<file path="config.mk">
export PLATFORM = sky130hd
export DESIGN_NAME = pareto_front_layer_sort
export DESIGN_NICKNAME = d
export VERILOG_FILES = /design/src/hdl/pfls_pkg.sv /design/src/hdl/pfls_ram.sv /design/src/hdl/pfls_dp.sv /design/src/hdl/pfls_ctrl.sv /design/src/hdl/pareto_front_layer_sort.sv
export VERILOG_INCLUDE_DIRS = /design/src /design/src/hdl
export SDC_FILE = /design/constraint.sdc
export NUM_CORES = 2
export LEC_CHECK = 0
export BUFFER_PORTS_ARGS = -buffer_cell sky130_fd_sc_hd__buf_2
export CAP_MARGIN = 20
export CORE_MARGIN = 4
export CORE_UTILIZATION = 29
export DETAILED_ROUTE_END_ITERATION = 6
export PLACE_DENSITY_LB_ADDON = 0.2
export REMOVE_ABC_BUFFERS = 1
export SLEW_MARGIN = 20
export SYNTH_ARGS = -nofsm -noshare
export SYNTH_HDL_FRONTEND = slang
export SYNTH_SLANG_ARGS = --single-unit
</file>
<file path="constraint.sdc">
create_clock -name clk_i -period 14 [get_ports clk_i]
set_input_delay 2.1 -clock clk_i [delete_from_list [all_inputs] [get_ports clk_i]]
set_output_delay 2.1 -clock clk_i [all_outputs]
set_load 0.02 [all_outputs]
</file>
<file path="src/hdl/assert_macros.svh">
// Assertion helpers shared by the RTL modules.
// Both expect clk_i and rst_ni in scope.
`ifndef ASSERT_MACROS_SVH
`define ASSERT_MACROS_SVH

// Property that holds on every cycle outside reset.
`define PFLS_ASSERT(lbl, prop, msg) \
  lbl: assert property (@(posedge clk_i) disable iff (!rst_ni) (prop)) else $error(msg);

// Consequent must hold in the cycle after the antecedent.
`define PFLS_ASSERT_NEXT(lbl, ante, cons, msg) \
  lbl: assert property (@(posedge clk_i) disable iff (!rst_ni) (ante) |=> (cons)) \
    else $error(msg);

`endif

</file>
<file path="src/hdl/pfls_pkg.sv">
package pfls_pkg;

  localparam int unsigned SCORE_W   = 20;
  localparam int unsigned TIME_W    = 24;
  localparam int unsigned ENTRY_W   = 6;
  localparam int unsigned RANK_W    = 6;
  localparam int unsigned FCNT_W    = 7;
  localparam int unsigned CFG_IDX_W = 2;
  localparam int unsigned CFG_DAT_W = 6;

  localparam logic [CFG_IDX_W-1:0] CFG_ARCH_MODE  = 2'd0;
  localparam logic [CFG_IDX_W-1:0] CFG_ARCH_COUNT = 2'd1;
  localparam logic [CFG_DAT_W-1:0] ARCH_COUNT_RST = 6'd32;

  typedef struct packed {
    logic load_we;
    logic run_init;
    logic pass_start;
    logic cmp_en;
    logic cnt_clr;
    logic cnt_en;
    logic sum_en;
    logic emit_en;
    logic commit;
  } cmd_t;

  typedef struct packed {
    logic skip_i;
    logic hit_b;
    logic front;
    logic none_left;
    logic end_run;
    logic out_free;
  } stat_t;

endpackage

</file>
<file path="src/hdl/pfls_ram.sv">
module pfls_ram #(
  parameter int unsigned DEPTH = 64,
  parameter int unsigned WIDTH = 44,
  parameter int unsigned AW    = 6
) (
  input  logic             clk_i,
  input  logic             we_i,
  input  logic [AW-1:0]    waddr_i,
  input  logic [WIDTH-1:0] wdata_i,
  input  logic [AW-1:0]    raddr_a_i,
  input  logic [AW-1:0]    raddr_b_i,
  output logic [WIDTH-1:0] rdata_a_o,
  output logic [WIDTH-1:0] rdata_b_o
);

  logic [WIDTH-1:0] mem_q [DEPTH];
  logic [WIDTH-1:0] rdata_a_q;
  logic [WIDTH-1:0] rdata_b_q;

  always_ff @(posedge clk_i) begin
    if (we_i) begin
      mem_q[waddr_i] <= wdata_i;
    end
    rdata_a_q <= mem_q[raddr_a_i];
    rdata_b_q <= mem_q[raddr_b_i];
  end

  assign rdata_a_o = rdata_a_q;
  assign rdata_b_o = rdata_b_q;

endmodule

</file>
<file path="src/hdl/pfls_dp.sv">
`include "assert_macros.svh"

module pfls_dp #(
  parameter int unsigned POP_SIZE = 32
) (
  input  logic                             clk_i,
  input  logic                             rst_ni,
  input  pfls_pkg::cmd_t                   cmd_i,
  input  logic [$clog2(2*POP_SIZE)-1:0]    row_i_i,
  input  logic [$clog2(2*POP_SIZE)-1:0]    rd_j_i,
  input  logic [$clog2(2*POP_SIZE)-1:0]    cmp_j_i,
  input  logic [$clog2(2*POP_SIZE)-1:0]    sweep_i,
  input  logic [pfls_pkg::SCORE_W-1:0]     score_i,
  input  logic [pfls_pkg::TIME_W-1:0]      cost_time_i,
  input  logic                             cfg_we_i,
  input  logic [pfls_pkg::CFG_IDX_W-1:0]   cfg_index_i,
  input  logic [pfls_pkg::CFG_DAT_W-1:0]   cfg_data_i,
  input  logic                             out_ready_i,
  output pfls_pkg::stat_t                  stat_o,
  output logic                             out_valid_o,
  output logic [pfls_pkg::ENTRY_W-1:0]     entry_index_o,
  output logic [pfls_pkg::RANK_W-1:0]      front_rank_o,
  output logic [pfls_pkg::FCNT_W-1:0]      first_front_count_o,
  output logic                             last_o
);

  localparam int unsigned TOTAL = 2 * POP_SIZE;
  localparam int unsigned IW    = $clog2(TOTAL);
  localparam int unsigned CW    = $clog2(TOTAL + 1);
  localparam int unsigned PW    = $clog2(POP_SIZE + 1);
  localparam int unsigned DW    = pfls_pkg::SCORE_W + pfls_pkg::TIME_W;

  typedef enum logic [1:0] {REL_NONE, REL_A, REL_B, REL_SAME} rel_e;

  function automatic rel_e rel_of(input logic [pfls_pkg::SCORE_W-1:0] sa,
                                  input logic [pfls_pkg::SCORE_W-1:0] sb,
                                  input logic [pfls_pkg::TIME_W-1:0]  ta,
                                  input logic [pfls_pkg::TIME_W-1:0]  tb);
    rel_e r;
    if (sa == sb && ta == tb) begin
      r = REL_SAME;
    end else if (sa >= sb && ta <= tb) begin
      r = REL_A;
    end else if (sa <= sb && ta >= tb) begin
      r = REL_B;
    end else begin
      r = REL_NONE;
    end
    return r;
  endfunction

  logic                        arch_mode_q;
  logic [pfls_pkg::CFG_DAT_W-1:0] arch_count_q;
  logic [TOTAL-1:0]            placed_q;
  logic [TOTAL-1:0]            mark_q;
  logic [TOTAL-1:0]            excl;
  logic [PW-1:0]               pass_q;
  logic [CW-1:0]               placed_total_q;
  logic [CW-1:0]               cnt_q;
  logic [CW-1:0]               first_q;
  logic [IW-1:0]               last_idx_q;
  logic                        remain_q;
  logic                        end_q;
  logic                        out_valid_q;
  logic [IW-1:0]               out_idx_q;
  logic [PW-1:0]               out_rank_q;
  logic [CW-1:0]               out_first_q;
  logic                        out_last_q;
  logic [DW-1:0]               rd_a;
  logic [DW-1:0]               rd_b;
  rel_e                        rel;
  logic                        skip_j;
  logic                        front_bit;
  logic                        out_free;
  logic [CW:0]                 tot_sum;

  pfls_ram #(
    .DEPTH (TOTAL),
    .WIDTH (DW),
    .AW    (IW)
  ) u_ram (
    .clk_i     (clk_i),
    .we_i      (cmd_i.load_we),
    .waddr_i   (sweep_i),
    .wdata_i   ({score_i, cost_time_i}),
    .raddr_a_i (row_i_i),
    .raddr_b_i (rd_j_i),
    .rdata_a_o (rd_a),
    .rdata_b_o (rd_b)
  );

  assign rel = rel_of(rd_a[DW-1 -: pfls_pkg::SCORE_W], rd_b[DW-1 -: pfls_pkg::SCORE_W],
                      rd_a[pfls_pkg::TIME_W-1:0], rd_b[pfls_pkg::TIME_W-1:0]);

  assign skip_j    = mark_q[cmp_j_i] | placed_q[cmp_j_i];
  assign front_bit = ~mark_q[sweep_i] & ~placed_q[sweep_i];
  assign out_free  = ~out_valid_q | out_ready_i;
  assign tot_sum   = {1'b0, placed_total_q} + {1'b0, cnt_q};

  always_comb begin
    for (int unsigned k = 0; k < TOTAL; k++) begin
      excl[k] = arch_mode_q && (32'(arch_count_q) <= k) && (k < POP_SIZE);
    end
  end

  always_ff @(posedge clk_i or negedge rst_ni) begin
    if (!rst_ni) begin
      arch_mode_q  <= 1'b0;
      arch_count_q <= pfls_pkg::ARCH_COUNT_RST;
    end else if (cfg_we_i) begin
      case (cfg_index_i)
        pfls_pkg::CFG_ARCH_MODE:  arch_mode_q  <= cfg_data_i[0];
        pfls_pkg::CFG_ARCH_COUNT: arch_count_q <= cfg_data_i;
        default: ;
      endcase
    end
  end

  always_ff @(posedge clk_i or negedge rst_ni) begin
    if (!rst_ni) begin
      placed_q       <= '0;
      mark_q         <= '0;
      pass_q         <= '0;
      placed_total_q <= '0;
      cnt_q          <= '0;
      first_q        <= '0;
      last_idx_q     <= '0;
      remain_q       <= 1'b0;
      end_q          <= 1'b0;
    end else begin
      if (cmd_i.run_init) begin
        placed_q       <= excl;
        pass_q         <= '0;
        placed_total_q <= '0;
        first_q        <= '0;
      end
      if (cmd_i.pass_start) begin
        mark_q <= '0;
        pass_q <= pass_q + 1'b1;
      end
      if (cmd_i.cmp_en && !skip_j) begin
        case (rel)
          REL_SAME: placed_q[cmp_j_i] <= 1'b1;
          REL_A:    mark_q[cmp_j_i]   <= 1'b1;
          REL_B:    mark_q[row_i_i]   <= 1'b1;
          default: ;
        endcase
      end
      if (cmd_i.cnt_clr) begin
        cnt_q      <= '0;
        remain_q   <= 1'b0;
        last_idx_q <= '0;
      end
      if (cmd_i.cnt_en) begin
        if (front_bit) begin
          cnt_q      <= cnt_q + 1'b1;
          last_idx_q <= sweep_i;
        end
        if (mark_q[sweep_i] && !placed_q[sweep_i]) begin
          remain_q <= 1'b1;
        end
      end
      if (cmd_i.sum_en) begin
        end_q <= (tot_sum >= (CW+1)'(POP_SIZE)) || (pass_q == PW'(POP_SIZE)) || !remain_q;
        placed_total_q <= tot_sum[CW-1:0];
        if (pass_q == PW'(1)) begin
          first_q <= cnt_q;
        end
      end
      if (cmd_i.commit) begin
        placed_q <= placed_q | ~mark_q;
      end
    end
  end

  always_ff @(posedge clk_i or negedge rst_ni) begin
    if (!rst_ni) begin
      out_valid_q <= 1'b0;
    end else if (cmd_i.emit_en) begin
      out_valid_q <= 1'b1;
    end else if (out_ready_i) begin
      out_valid_q <= 1'b0;
    end
  end

  always_ff @(posedge clk_i) begin
    if (cmd_i.emit_en) begin
      out_idx_q   <= sweep_i;
      out_rank_q  <= pass_q;
      out_first_q <= first_q;
      out_last_q  <= end_q && (sweep_i == last_idx_q);
    end
  end

  assign stat_o.skip_i    = mark_q[row_i_i] | placed_q[row_i_i];
  assign stat_o.hit_b     = ~skip_j & (rel == REL_B);
  assign stat_o.front     = front_bit;
  assign stat_o.none_left = &placed_q;
  assign stat_o.end_run   = end_q;
  assign stat_o.out_free  = out_free;

  assign out_valid_o         = out_valid_q;
  assign entry_index_o       = pfls_pkg::ENTRY_W'(out_idx_q);
  assign front_rank_o        = pfls_pkg::RANK_W'(out_rank_q);
  assign first_front_count_o = pfls_pkg::FCNT_W'(out_first_q);
  assign last_o              = out_last_q;

  `PFLS_ASSERT(a_cmp_not_self, !cmd_i.cmp_en || (cmp_j_i != row_i_i), "entry compared with itself")
  `PFLS_ASSERT(a_total_bound, placed_total_q <= CW'(TOTAL), "placed total beyond entry count")
  `PFLS_ASSERT_NEXT(a_emit_valid, cmd_i.emit_en, out_valid_q, "emitted result not presented")

endmodule

</file>
<file path="src/hdl/pfls_ctrl.sv">
`include "assert_macros.svh"

module pfls_ctrl #(
  parameter int unsigned POP_SIZE = 32
) (
  input  logic                          clk_i,
  input  logic                          rst_ni,
  input  logic                          in_valid_i,
  input  pfls_pkg::stat_t               stat_i,
  output logic                          in_ready_o,
  output pfls_pkg::cmd_t                cmd_o,
  output logic [$clog2(2*POP_SIZE)-1:0] row_o,
  output logic [$clog2(2*POP_SIZE)-1:0] rd_j_o,
  output logic [$clog2(2*POP_SIZE)-1:0] cmp_j_o,
  output logic [$clog2(2*POP_SIZE)-1:0] sweep_o
);

  localparam int unsigned TOTAL = 2 * POP_SIZE;
  localparam int unsigned IW    = $clog2(TOTAL);
  localparam int unsigned CW    = $clog2(TOTAL + 1);
  localparam logic [IW-1:0] LAST = IW'(TOTAL - 1);

  typedef enum logic [3:0] {
    S_LOAD, S_INIT, S_PASS, S_ROW, S_SCAN, S_COUNT, S_SUM, S_EMIT, S_COMMIT
  } state_e;

  state_e         state_q, state_d;
  logic [IW-1:0]  idx_q, idx_d;
  logic [IW-1:0]  i_q, i_d;
  logic [CW-1:0]  j_q, j_d;
  logic           cmp_v_q, cmp_v_d;
  logic [IW-1:0]  cmp_j_q, cmp_j_d;
  logic [IW-1:0]  rd_j;
  pfls_pkg::cmd_t cmd;

  always_comb begin
    cmd     = '0;
    state_d = state_q;
    idx_d   = idx_q;
    i_d     = i_q;
    j_d     = j_q;
    cmp_v_d = cmp_v_q;
    cmp_j_d = cmp_j_q;
    rd_j    = '0;
    case (state_q)
      S_LOAD: begin
        if (in_valid_i) begin
          cmd.load_we = 1'b1;
          if (idx_q == LAST) begin
            idx_d   = '0;
            state_d = S_INIT;
          end else begin
            idx_d = idx_q + 1'b1;
          end
        end
      end
      S_INIT: begin
        cmd.run_init = 1'b1;
        state_d      = S_PASS;
      end
      S_PASS: begin
        if (stat_i.none_left) begin
          state_d = S_LOAD;
        end else begin
          cmd.pass_start = 1'b1;
          cmd.cnt_clr    = 1'b1;
          i_d            = '0;
          state_d        = S_ROW;
        end
      end
      S_ROW: begin
        if (i_q == LAST) begin
          idx_d   = '0;
          state_d = S_COUNT;
        end else if (stat_i.skip_i) begin
          i_d = i_q + 1'b1;
        end else begin
          rd_j    = i_q + 1'b1;
          cmp_j_d = i_q + 1'b1;
          cmp_v_d = 1'b1;
          j_d     = CW'(i_q) + CW'(2);
          state_d = S_SCAN;
        end
      end
      S_SCAN: begin
        cmd.cmp_en = cmp_v_q;
        if (!cmp_v_q || stat_i.hit_b) begin
          i_d     = i_q + 1'b1;
          state_d = S_ROW;
        end else if (j_q < CW'(TOTAL)) begin
          rd_j    = j_q[IW-1:0];
          cmp_j_d = j_q[IW-1:0];
          j_d     = j_q + 1'b1;
        end else begin
          cmp_v_d = 1'b0;
        end
      end
      S_COUNT: begin
        cmd.cnt_en = 1'b1;
        if (idx_q == LAST) begin
          idx_d   = '0;
          state_d = S_SUM;
        end else begin
          idx_d = idx_q + 1'b1;
        end
      end
      S_SUM: begin
        cmd.sum_en = 1'b1;
        state_d    = S_EMIT;
      end
      S_EMIT: begin
        if (!stat_i.front || stat_i.out_free) begin
          cmd.emit_en = stat_i.front;
          if (idx_q == LAST) begin
            idx_d   = '0;
            state_d = S_COMMIT;
          end else begin
            idx_d = idx_q + 1'b1;
          end
        end
      end
      S_COMMIT: begin
        cmd.commit = 1'b1;
        state_d    = stat_i.end_run ? S_LOAD : S_PASS;
      end
      default: begin
        state_d = S_LOAD;
      end
    endcase
  end

  always_ff @(posedge clk_i or negedge rst_ni) begin
    if (!rst_ni) begin
      state_q <= S_LOAD;
      idx_q   <= '0;
      i_q     <= '0;
      j_q     <= '0;
      cmp_v_q <= 1'b0;
      cmp_j_q <= '0;
    end else begin
      state_q <= state_d;
      idx_q   <= idx_d;
      i_q     <= i_d;
      j_q     <= j_d;
      cmp_v_q <= cmp_v_d;
      cmp_j_q <= cmp_j_d;
    end
  end

  assign in_ready_o = (state_q == S_LOAD);
  assign cmd_o      = cmd;
  assign row_o      = i_q;
  assign rd_j_o     = rd_j;
  assign cmp_j_o    = cmp_j_q;
  assign sweep_o    = idx_q;

  `PFLS_ASSERT_NEXT(a_break_row, (state_q == S_SCAN) && cmp_v_q && stat_i.hit_b, state_q == S_ROW, "row scan did not stop on dominance")
  `PFLS_ASSERT(a_j_ahead, (state_q != S_SCAN) || !cmp_v_q || (cmp_j_q > i_q), "compare index not past row index")

endmodule

</file>
<file path="src/hdl/pareto_front_layer_sort.sv">
// Two-objective layered Pareto sort of 2*POP_SIZE candidates. Candidates
// (score to maximise, cost_time to minimise) are loaded one per cycle; after
// the last one the block peels fronts pass by pass and emits one result per
// placed entry, front order then index order, last set on the final one.
// Each pass walks the rows in index order, scanning the later entries
// against every row still unplaced and unmarked when reached, then runs a
// count sweep and an emit sweep; there are up to POP_SIZE passes. The emit
// sweep stalls while the result side is not ready. Sorting uses a single
// comparator, fed one pair per cycle from the two read ports of the
// candidate memory. No input is taken while a run is sorting or emitting.
// Configuration: index 0 archive_mode, index 1 archive_count.
module pareto_front_layer_sort #(
  parameter int unsigned POP_SIZE = 32
) (
  input  logic                             clk_i,
  input  logic                             rst_ni,
  input  logic                             in_valid_i,
  output logic                             in_ready_o,
  input  logic [pfls_pkg::SCORE_W-1:0]     score_i,
  input  logic [pfls_pkg::TIME_W-1:0]      cost_time_i,
  output logic                             out_valid_o,
  input  logic                             out_ready_i,
  output logic [pfls_pkg::ENTRY_W-1:0]     entry_index_o,
  output logic [pfls_pkg::RANK_W-1:0]      front_rank_o,
  output logic [pfls_pkg::FCNT_W-1:0]      first_front_count_o,
  output logic                             last_o,
  input  logic                             cfg_valid_i,
  output logic                             cfg_ready_o,
  input  logic [pfls_pkg::CFG_IDX_W-1:0]   cfg_index_i,
  input  logic [pfls_pkg::CFG_DAT_W-1:0]   cfg_data_i
);

  localparam int unsigned IW = $clog2(2 * POP_SIZE);

  pfls_pkg::cmd_t  cmd;
  pfls_pkg::stat_t stat;
  logic [IW-1:0]   row;
  logic [IW-1:0]   rd_j;
  logic [IW-1:0]   cmp_j;
  logic [IW-1:0]   sweep;

  assign cfg_ready_o = 1'b1;

  pfls_ctrl #(
    .POP_SIZE (POP_SIZE)
  ) u_ctrl (
    .clk_i      (clk_i),
    .rst_ni     (rst_ni),
    .in_valid_i (in_valid_i),
    .stat_i     (stat),
    .in_ready_o (in_ready_o),
    .cmd_o      (cmd),
    .row_o      (row),
    .rd_j_o     (rd_j),
    .cmp_j_o    (cmp_j),
    .sweep_o    (sweep)
  );

  pfls_dp #(
    .POP_SIZE (POP_SIZE)
  ) u_dp (
    .clk_i               (clk_i),
    .rst_ni              (rst_ni),
    .cmd_i               (cmd),
    .row_i_i             (row),
    .rd_j_i              (rd_j),
    .cmp_j_i             (cmp_j),
    .sweep_i             (sweep),
    .score_i             (score_i),
    .cost_time_i         (cost_time_i),
    .cfg_we_i            (cfg_valid_i & cfg_ready_o),
    .cfg_index_i         (cfg_index_i),
    .cfg_data_i          (cfg_data_i),
    .out_ready_i         (out_ready_i),
    .stat_o              (stat),
    .out_valid_o         (out_valid_o),
    .entry_index_o       (entry_index_o),
    .front_rank_o        (front_rank_o),
    .first_front_count_o (first_front_count_o),
    .last_o              (last_o)
  );

endmodule

</file>
# Yosys cells after proc, flatten, opt, wreduce, memory -nomap -nowiden
# Memory sizes are Yosys's and may differ from the RTL's. A register that Yosys moved wholly into a read port is not among the register bits.
# Cells that the tools add are included.
# classes
n_eq_ne	34
n_bitwise	14
n_addsub	7
n_mux	98
order_cmp	43
reduce_logical	65
# ops
cell	count
two-way mux 64 bit	6
bitwise OR 64 bit	4
one-hot mux 64 bit (2 select lines)	1
two-way mux 6 bit	21
less-or-equal comparator 6 x 5 -> 1 bit, second input constant	16
two-way mux 7 bit	12
NOT 64 bit	1
AND reduction 64 bit	1
less-or-equal comparator 6 x 4 -> 1 bit, second input constant	8
logical AND 1 bit	40
binary-select mux 1 bit (select 6 bit)	6
one-hot mux 4 bit (9 select lines)	1
two-way mux 4 bit	8
two-way mux 1 bit	30
== test 24 bit	1
greater-or-equal comparator 24 bit	1
less-or-equal comparator 24 bit	1
less-or-equal comparator 6 x 3 -> 1 bit, second input constant	4
one-hot mux 6 bit (2 select lines)	2
one-hot mux 6 bit (4 select lines)	1
< comparator 6 x 7 -> 1 bit, second input constant	3
== test 20 bit	1
greater-or-equal comparator 20 bit	1
less-or-equal comparator 20 bit	1
other kinds (40)	90
# totals
inputBits	57
out_inout_bits	23
word_cells	284
register_bits	221
n_memories	1
mem_bits_rw	2816
# mem_list
memory	depth	width	rd	rd_ports_with_merged_regs	wr	line_no	text
u_dp.u_ram.mem_q	64	44	2	2	1	pfls_ram.sv:16	logic [WIDTH-1:0] mem_q [DEPTH];

# Depth between registers and ports, before layout
# depth
ltp_word	10
mapped_depth	29
mapped_depth_nobuf	23

# By module
# A second synthesis with hierarchy kept.
# unflattened
cells_unflattened	7711
hier_area_um2	147081.1
# by_module_without_submodules
mod	instances	cells_each	seq_area_each_um2	area_each_um2
pfls_ram	1	5976	86322.8	131433.6
pfls_dp	1	1521	4880.9	13621.8
pfls_ctrl	1	212	750.7	2014.4
pareto_front_layer_sort	1	2	0.0	11.3

# Worst setup path before layout
# Ideal clock, no wire load.
# synth_path
path_type	input port to flip-flop
startpoint	input port in_valid_i
endpoint	memory u_dp.u_ram.mem_q[13][0], enable pin
arrival_time_ns	4.408
path_buffers	0
setup_ns	0.446
stages	3
t_required_ns	13.554
setup_slack_ns	9.146
path_cell_list	and3_1 nand3_1 nor2_1
# synth_between
elab_chain_len	4
# synth_lines
item	line_no	text
start, declared	pareto_front_layer_sort.sv:17	input logic in_valid_i,
two-way mux 1 bit	pfls_ctrl.sv:47	if (in_valid_i) begin
two-way mux 1 bit	pfls_ctrl.sv:45	case (state_q)
two-way mux 1 bit	pfls_ram.sv:21	if (we_i) begin
two-way mux 1 bit (implied by the code)	pfls_ram.sv:22	mem_q[waddr_i] <= wdata_i;
end, declared	pfls_ram.sv:16	
# Every way passes these cells.

# Worst setup path in the final report
# layout_path
startpoint	register u_dp.u_ram.rdata_b_q[29] (netlist: u_dp.u_ram.rdata_b_o[29]), read port of u_dp.u_ram.mem_q
endpoint	register u_dp.u_ram.rdata_b_q[39] (netlist: u_dp.u_ram.rdata_b_o[39]), read port of u_dp.u_ram.mem_q
# layout_between
elab_chain_len	10
word_cells_on_any_way	14
classes_between	order compare: 2; eq/ne: 2; mux: 5; bitwise: 1; reduce/logical: 4
# layout_lines
item	line_no	text
start, declared	pfls_ram.sv:18	logic [WIDTH-1:0] rdata_b_q;
less-or-equal comparator 20 bit	pfls_dp.sv:44	end else if (sa <= sb && ta >= tb) begin
logical AND 1 bit	pfls_dp.sv:44	
two-way mux 2 bit	pfls_dp.sv:44	
two-way mux 2 bit	pfls_dp.sv:42	end else if (sa >= sb && ta <= tb) begin
two-way mux 2 bit *	pfls_dp.sv:40	if (sa == sb && ta == tb) begin
== test 2 bit *	pfls_dp.sv:196	assign stat_o.hit_b = ~skip_j & (rel == REL_B);
bitwise AND 1 bit *	pfls_dp.sv:196	
logical OR 1 bit *	pfls_ctrl.sv:87	if (!cmp_v_q || stat_i.hit_b) begin
two-way mux 6 bit *	pfls_ctrl.sv:87	
one-hot mux 6 bit (2 select lines) *	pfls_ctrl.sv:45	
# Mark *: on every way between the ends. The rest lies on a longest branch, timed or not.
# A chain may end at the register's enable or synchronous reset.

==> impl_metrics.ini <==
[status]
outcome = finished clean

[layout]
fin_area_mm2 = 0.171
nNetsFinal = 10565
synthToLayoutAreaGrowth_pct = 13.9
final-seq-area_mm2 = 0.0920
multi_input_area_mm2 = 0.0544
num-fill-cells = 49557
drive_gt1_share_pct = 18.7

[setup_path]
ff2ff_setup_slack_ps = 5640
cp.depth = 23
r2r-start = u_dp.u_ram.rdata_b_o[29]
cp-endpoint = u_dp.u_ram.rdata_b_o[39]
worst-path-max-fanout = 72
critPathSlowestCell = and2_4
startpoint_type = flip-flop
crit_family = compound AO/OA/AOI/OAI gates
crit_required_ps = 14570
worstReg2RegEnd = u_dp.u_ram.rdata_b_o[39]
critical_path_buf_inv_count = 4
criticalPathCategory = reg -> reg
worst-endpoint-arrival_ps = 8930
startpoint = u_dp.u_ram.rdata_b_o[29]
reg2regPathDepth = 23
critical-path-max-stage-delay_ps = 850
crit_path_end_kind = flip-flop
path_cells = inv_1, ha_1, a21o_1, a21o_1, a21o_1, a21oi_1, nor2b_1, o21ai_0, nand2b_1, a21oi_1, nor3_1, nor2_1, inv_1, a21oi_1, ha_1, nand2_1, o211ai_4, and2_4, buf_4, buf_4, a311oi_1, o41ai_1, o2111ai_1

[grt]
grtUsageTotal_pct = 24.5
grt_use_met1_pct = 32.6
grt_pass1_vias = 106331
grt_max_degree = 143
grt_busiest_layer = met2
antenna_found_initial = 73
grt_pass1_wl_mm = 911
grt_overflow = 0
met3_usage_pct = 5.66
met2_usage_pct = 37.6

[drt]
drt_iter0_drc = 17096
wl_per_cell_um = 38.2
vias_per_cell = 6.22
route.detailed.drc = 0
drt-pass1-iter-count = 7
vias = 109919
ant_nets = 0
wirelength_mm = 674

[power]
cellPowerDensity_mw_per_mm2 = 189
p_int_mw = 20.0
p_sw_share_pct = 38.2
clkPwrFrac_pct = 29.6
p_sw_mw = 12.4
combPwrFrac_pct = 36.7
worst_ir_drop_vdd_mv = 0.156
total_power_mw = 32.4
seqPwrFrac_pct = 33.7
power.leakage_nw = 56.9

[sta]
finalCritPeriodShare_pct = 59.7
post-route-min-period_ps = 8360
fin_ws_ps = 5640
clock_skew_ps = 72.1
setup_viol = 0
rsz0062_at_grt = no
max_freq_mhz = 120
timing.final.hold_violations = 0
slew_violations = 0
relSlewSlack_pct = 16.8
worst_pin_slew_ps = 1250

[floorplanning]
start_util_pct = 29.2
rows = 263
die_area_mm2 = 0.529
io_pins = 80
die_w_um = 727
chipHeight_um = 727
fp.coreArea_mm2 = 0.514

[synth]
synth_area_leaders = edfxtp_1, mux4_2, dfrtp_1
seq_area_frac_synth_pct = 61.3
syn_inst = 10588
yosys_most_used_dff = edfxtp_1
async_flop_share_pct = 6.43
synthDistinctLibCells = 94
synth_area_mm2 = 0.150
synth_top_cell_area_share_pct = 56.8
yosysWarnings = 0
ys_seq_elements = 3125
synth_area_per_cell_um2 = 14.2
yosysTopAreaCell = edfxtp_1
synth_edf_count = 2836

[clock_tree]
cts_root_buffer = clkbuf_16
cts_setup_buffers = 0
clk_pin_slew_worst_paths_ps = 60
worstSkewPairLatency_ps = 990
cts_tree = yes
cts_max_path_buffers = 4
h-tree-depth = 5
ctsHoldBuffers = 0
cts_resized = 0
numCtsBuffers = 366
cts.sinks = 3125

[hold_path]
worstHoldPathCells = 0
hp-class = reg -> reg

[placement]
placed_area_mm2 = 0.159
port_buffers = 78
hpwl_mm = 368
dpl_worst_slack_ps = 5810
place_congestion = 0.895

[run]
cap_violations = 0
[synth_stat cells (21+ instances only)]
library cell,instances
ha_1,63
nand2_1,1176
mux2i_1,386
a311oi_1,162
a31oi_1,145
mux4_2,832
buf_2,284
o41ai_1,56
dfxtp_1,88
a21o_1,152
clkbuf_1,468
nor4_1,46
buf_1,153
mux2_2,65
o22ai_1,273
o32ai_1,21
o31ai_1,45
a21oi_1,323
or3_1,25
o21ai_0,183
a32oi_1,23
inv_1,86
nor2b_1,25
a211oi_1,463
o21a_1,38
a22o_1,85
buf_4,36
dfrtp_1,200
nor2_1,196
nand4_1,54
edfxtp_1,2836
o211ai_1,76
nand3_1,368
nor3_1,237
and3_1,556
[logic make-up after synthesis]
logic type      after synthesis  share of synthesized area, %
flops                      3125                          61.3
fa+ha+maj                    64                         0.539
xor+xnor                     21                         0.123
mux                        1283                          15.6
other cells                   1                       0.00250
simple gates               2812                          9.04
compound gates             2242                          10.5
buf+inv                    1040                          2.96
[per-stage QoR]
stage	utilization (%)	setup TNS [ps]	hold slack [ps]	instances
final	33.2	0	450	17671
after floorplan	-	-3890320	425	9641
after global routing	33.2	0	460	17648
after global placement	30.8	0	441	16943
after detailed placement	30.9	0	434	16959
after CTS	33.2	0	449	17632
[worst min-delay path by stage]
stage	end	start	slack (ps)
final	u_dp.first_front_count_o[4]	u_dp.first_q[4]	450
after global routing	u_dp.first_front_count_o[5]	u_dp.first_q[5]	460
after CTS	u_dp.first_front_count_o[4]	u_dp.first_q[4]	450
after detailed placement	u_dp.first_front_count_o[4]	u_dp.first_q[4]	430
after global placement	u_dp.first_front_count_o[6]	u_dp.first_q[6]	440
after floorplan	u_dp.first_front_count_o[0]	u_dp.first_q[0]	420
[placed cells by master (no fill, tap or decap), types with 76 or more instances in the layout]
cell type / n
edfxtp_1: 2836
nand2_1: 1169
mux4_2: 832
and3_1: 556
a211oi_1: 460
mux2i_1: 386
clkbuf_16: 375
nand3_1: 365
buf_4: 325
a21oi_1: 321
o22ai_1: 273
nor3_1: 236
dfrtp_1: 191
o21ai_0: 177
a311oi_1: 162
a21o_1: 152
a31oi_1: 145
nor2_1: 130
dfxtp_1: 88
inv_1: 86
a22o_1: 85
clkbuf_1: 82
o211ai_1: 76
clkinv_2: 76
[flip-flops by register name, indices dropped and copies added (netlist names), 44 cells and up]
name / cells
u_dp.u_ram.rdata_b_o: 44
u_dp.placed_q: 64
u_dp.mark_q: 64
u_dp.u_ram.rdata_a_o: 44
u_dp.u_ram.mem_q: 2816
[power groups by stage]
stage / combinational, mW / clock, mW / sequential (mW)
2_1_floorplan: 12.0 / 0 / 11.5
5_1_grt: 12.5 / 10.1 / 10.9
3_5_place_dp: 11.7 / 0 / 11.1
3_3_place_gp: 11.6 / 0 / 11.1
4_1_cts: 11.7 / 9.70 / 10.9
6_report: 11.9 / 9.58 / 10.9
[area by class of cell]
cell class,count,share of cell area [%]
Tap cell,6890,5.04
Clock buffer,475,5.82
Inverter,93,0.209
Clock inverter,198,1.10
Antenna cell,32,0.0468
Sequential cell,3125,53.8
Multi-Input combinational cell,6423,31.8
Timing Repair Buffer,435,2.14
[worst register-to-register path: cells and delay by family, from the launching register on]
family / cells / cell delay (ps)
flops: 1 / 310
simple gates: 6 / 1680
fa+ha+maj: 2 / 920
compound gates: 11 / 3400
buf+inv: 4 / 1670
[per-layer routing]
metal / part of all wire [%] / routed length, µm / vias up
met1: 39 / 263000 / 58173
met3: 11 / 72300 / 1615
met5: 0.026 / 172 / -
li1: - / - / 42577
met2: 45 / 301000 / 7528
met4: 5.5 / 37200 / 26
(Power assumes the default switching activity.)
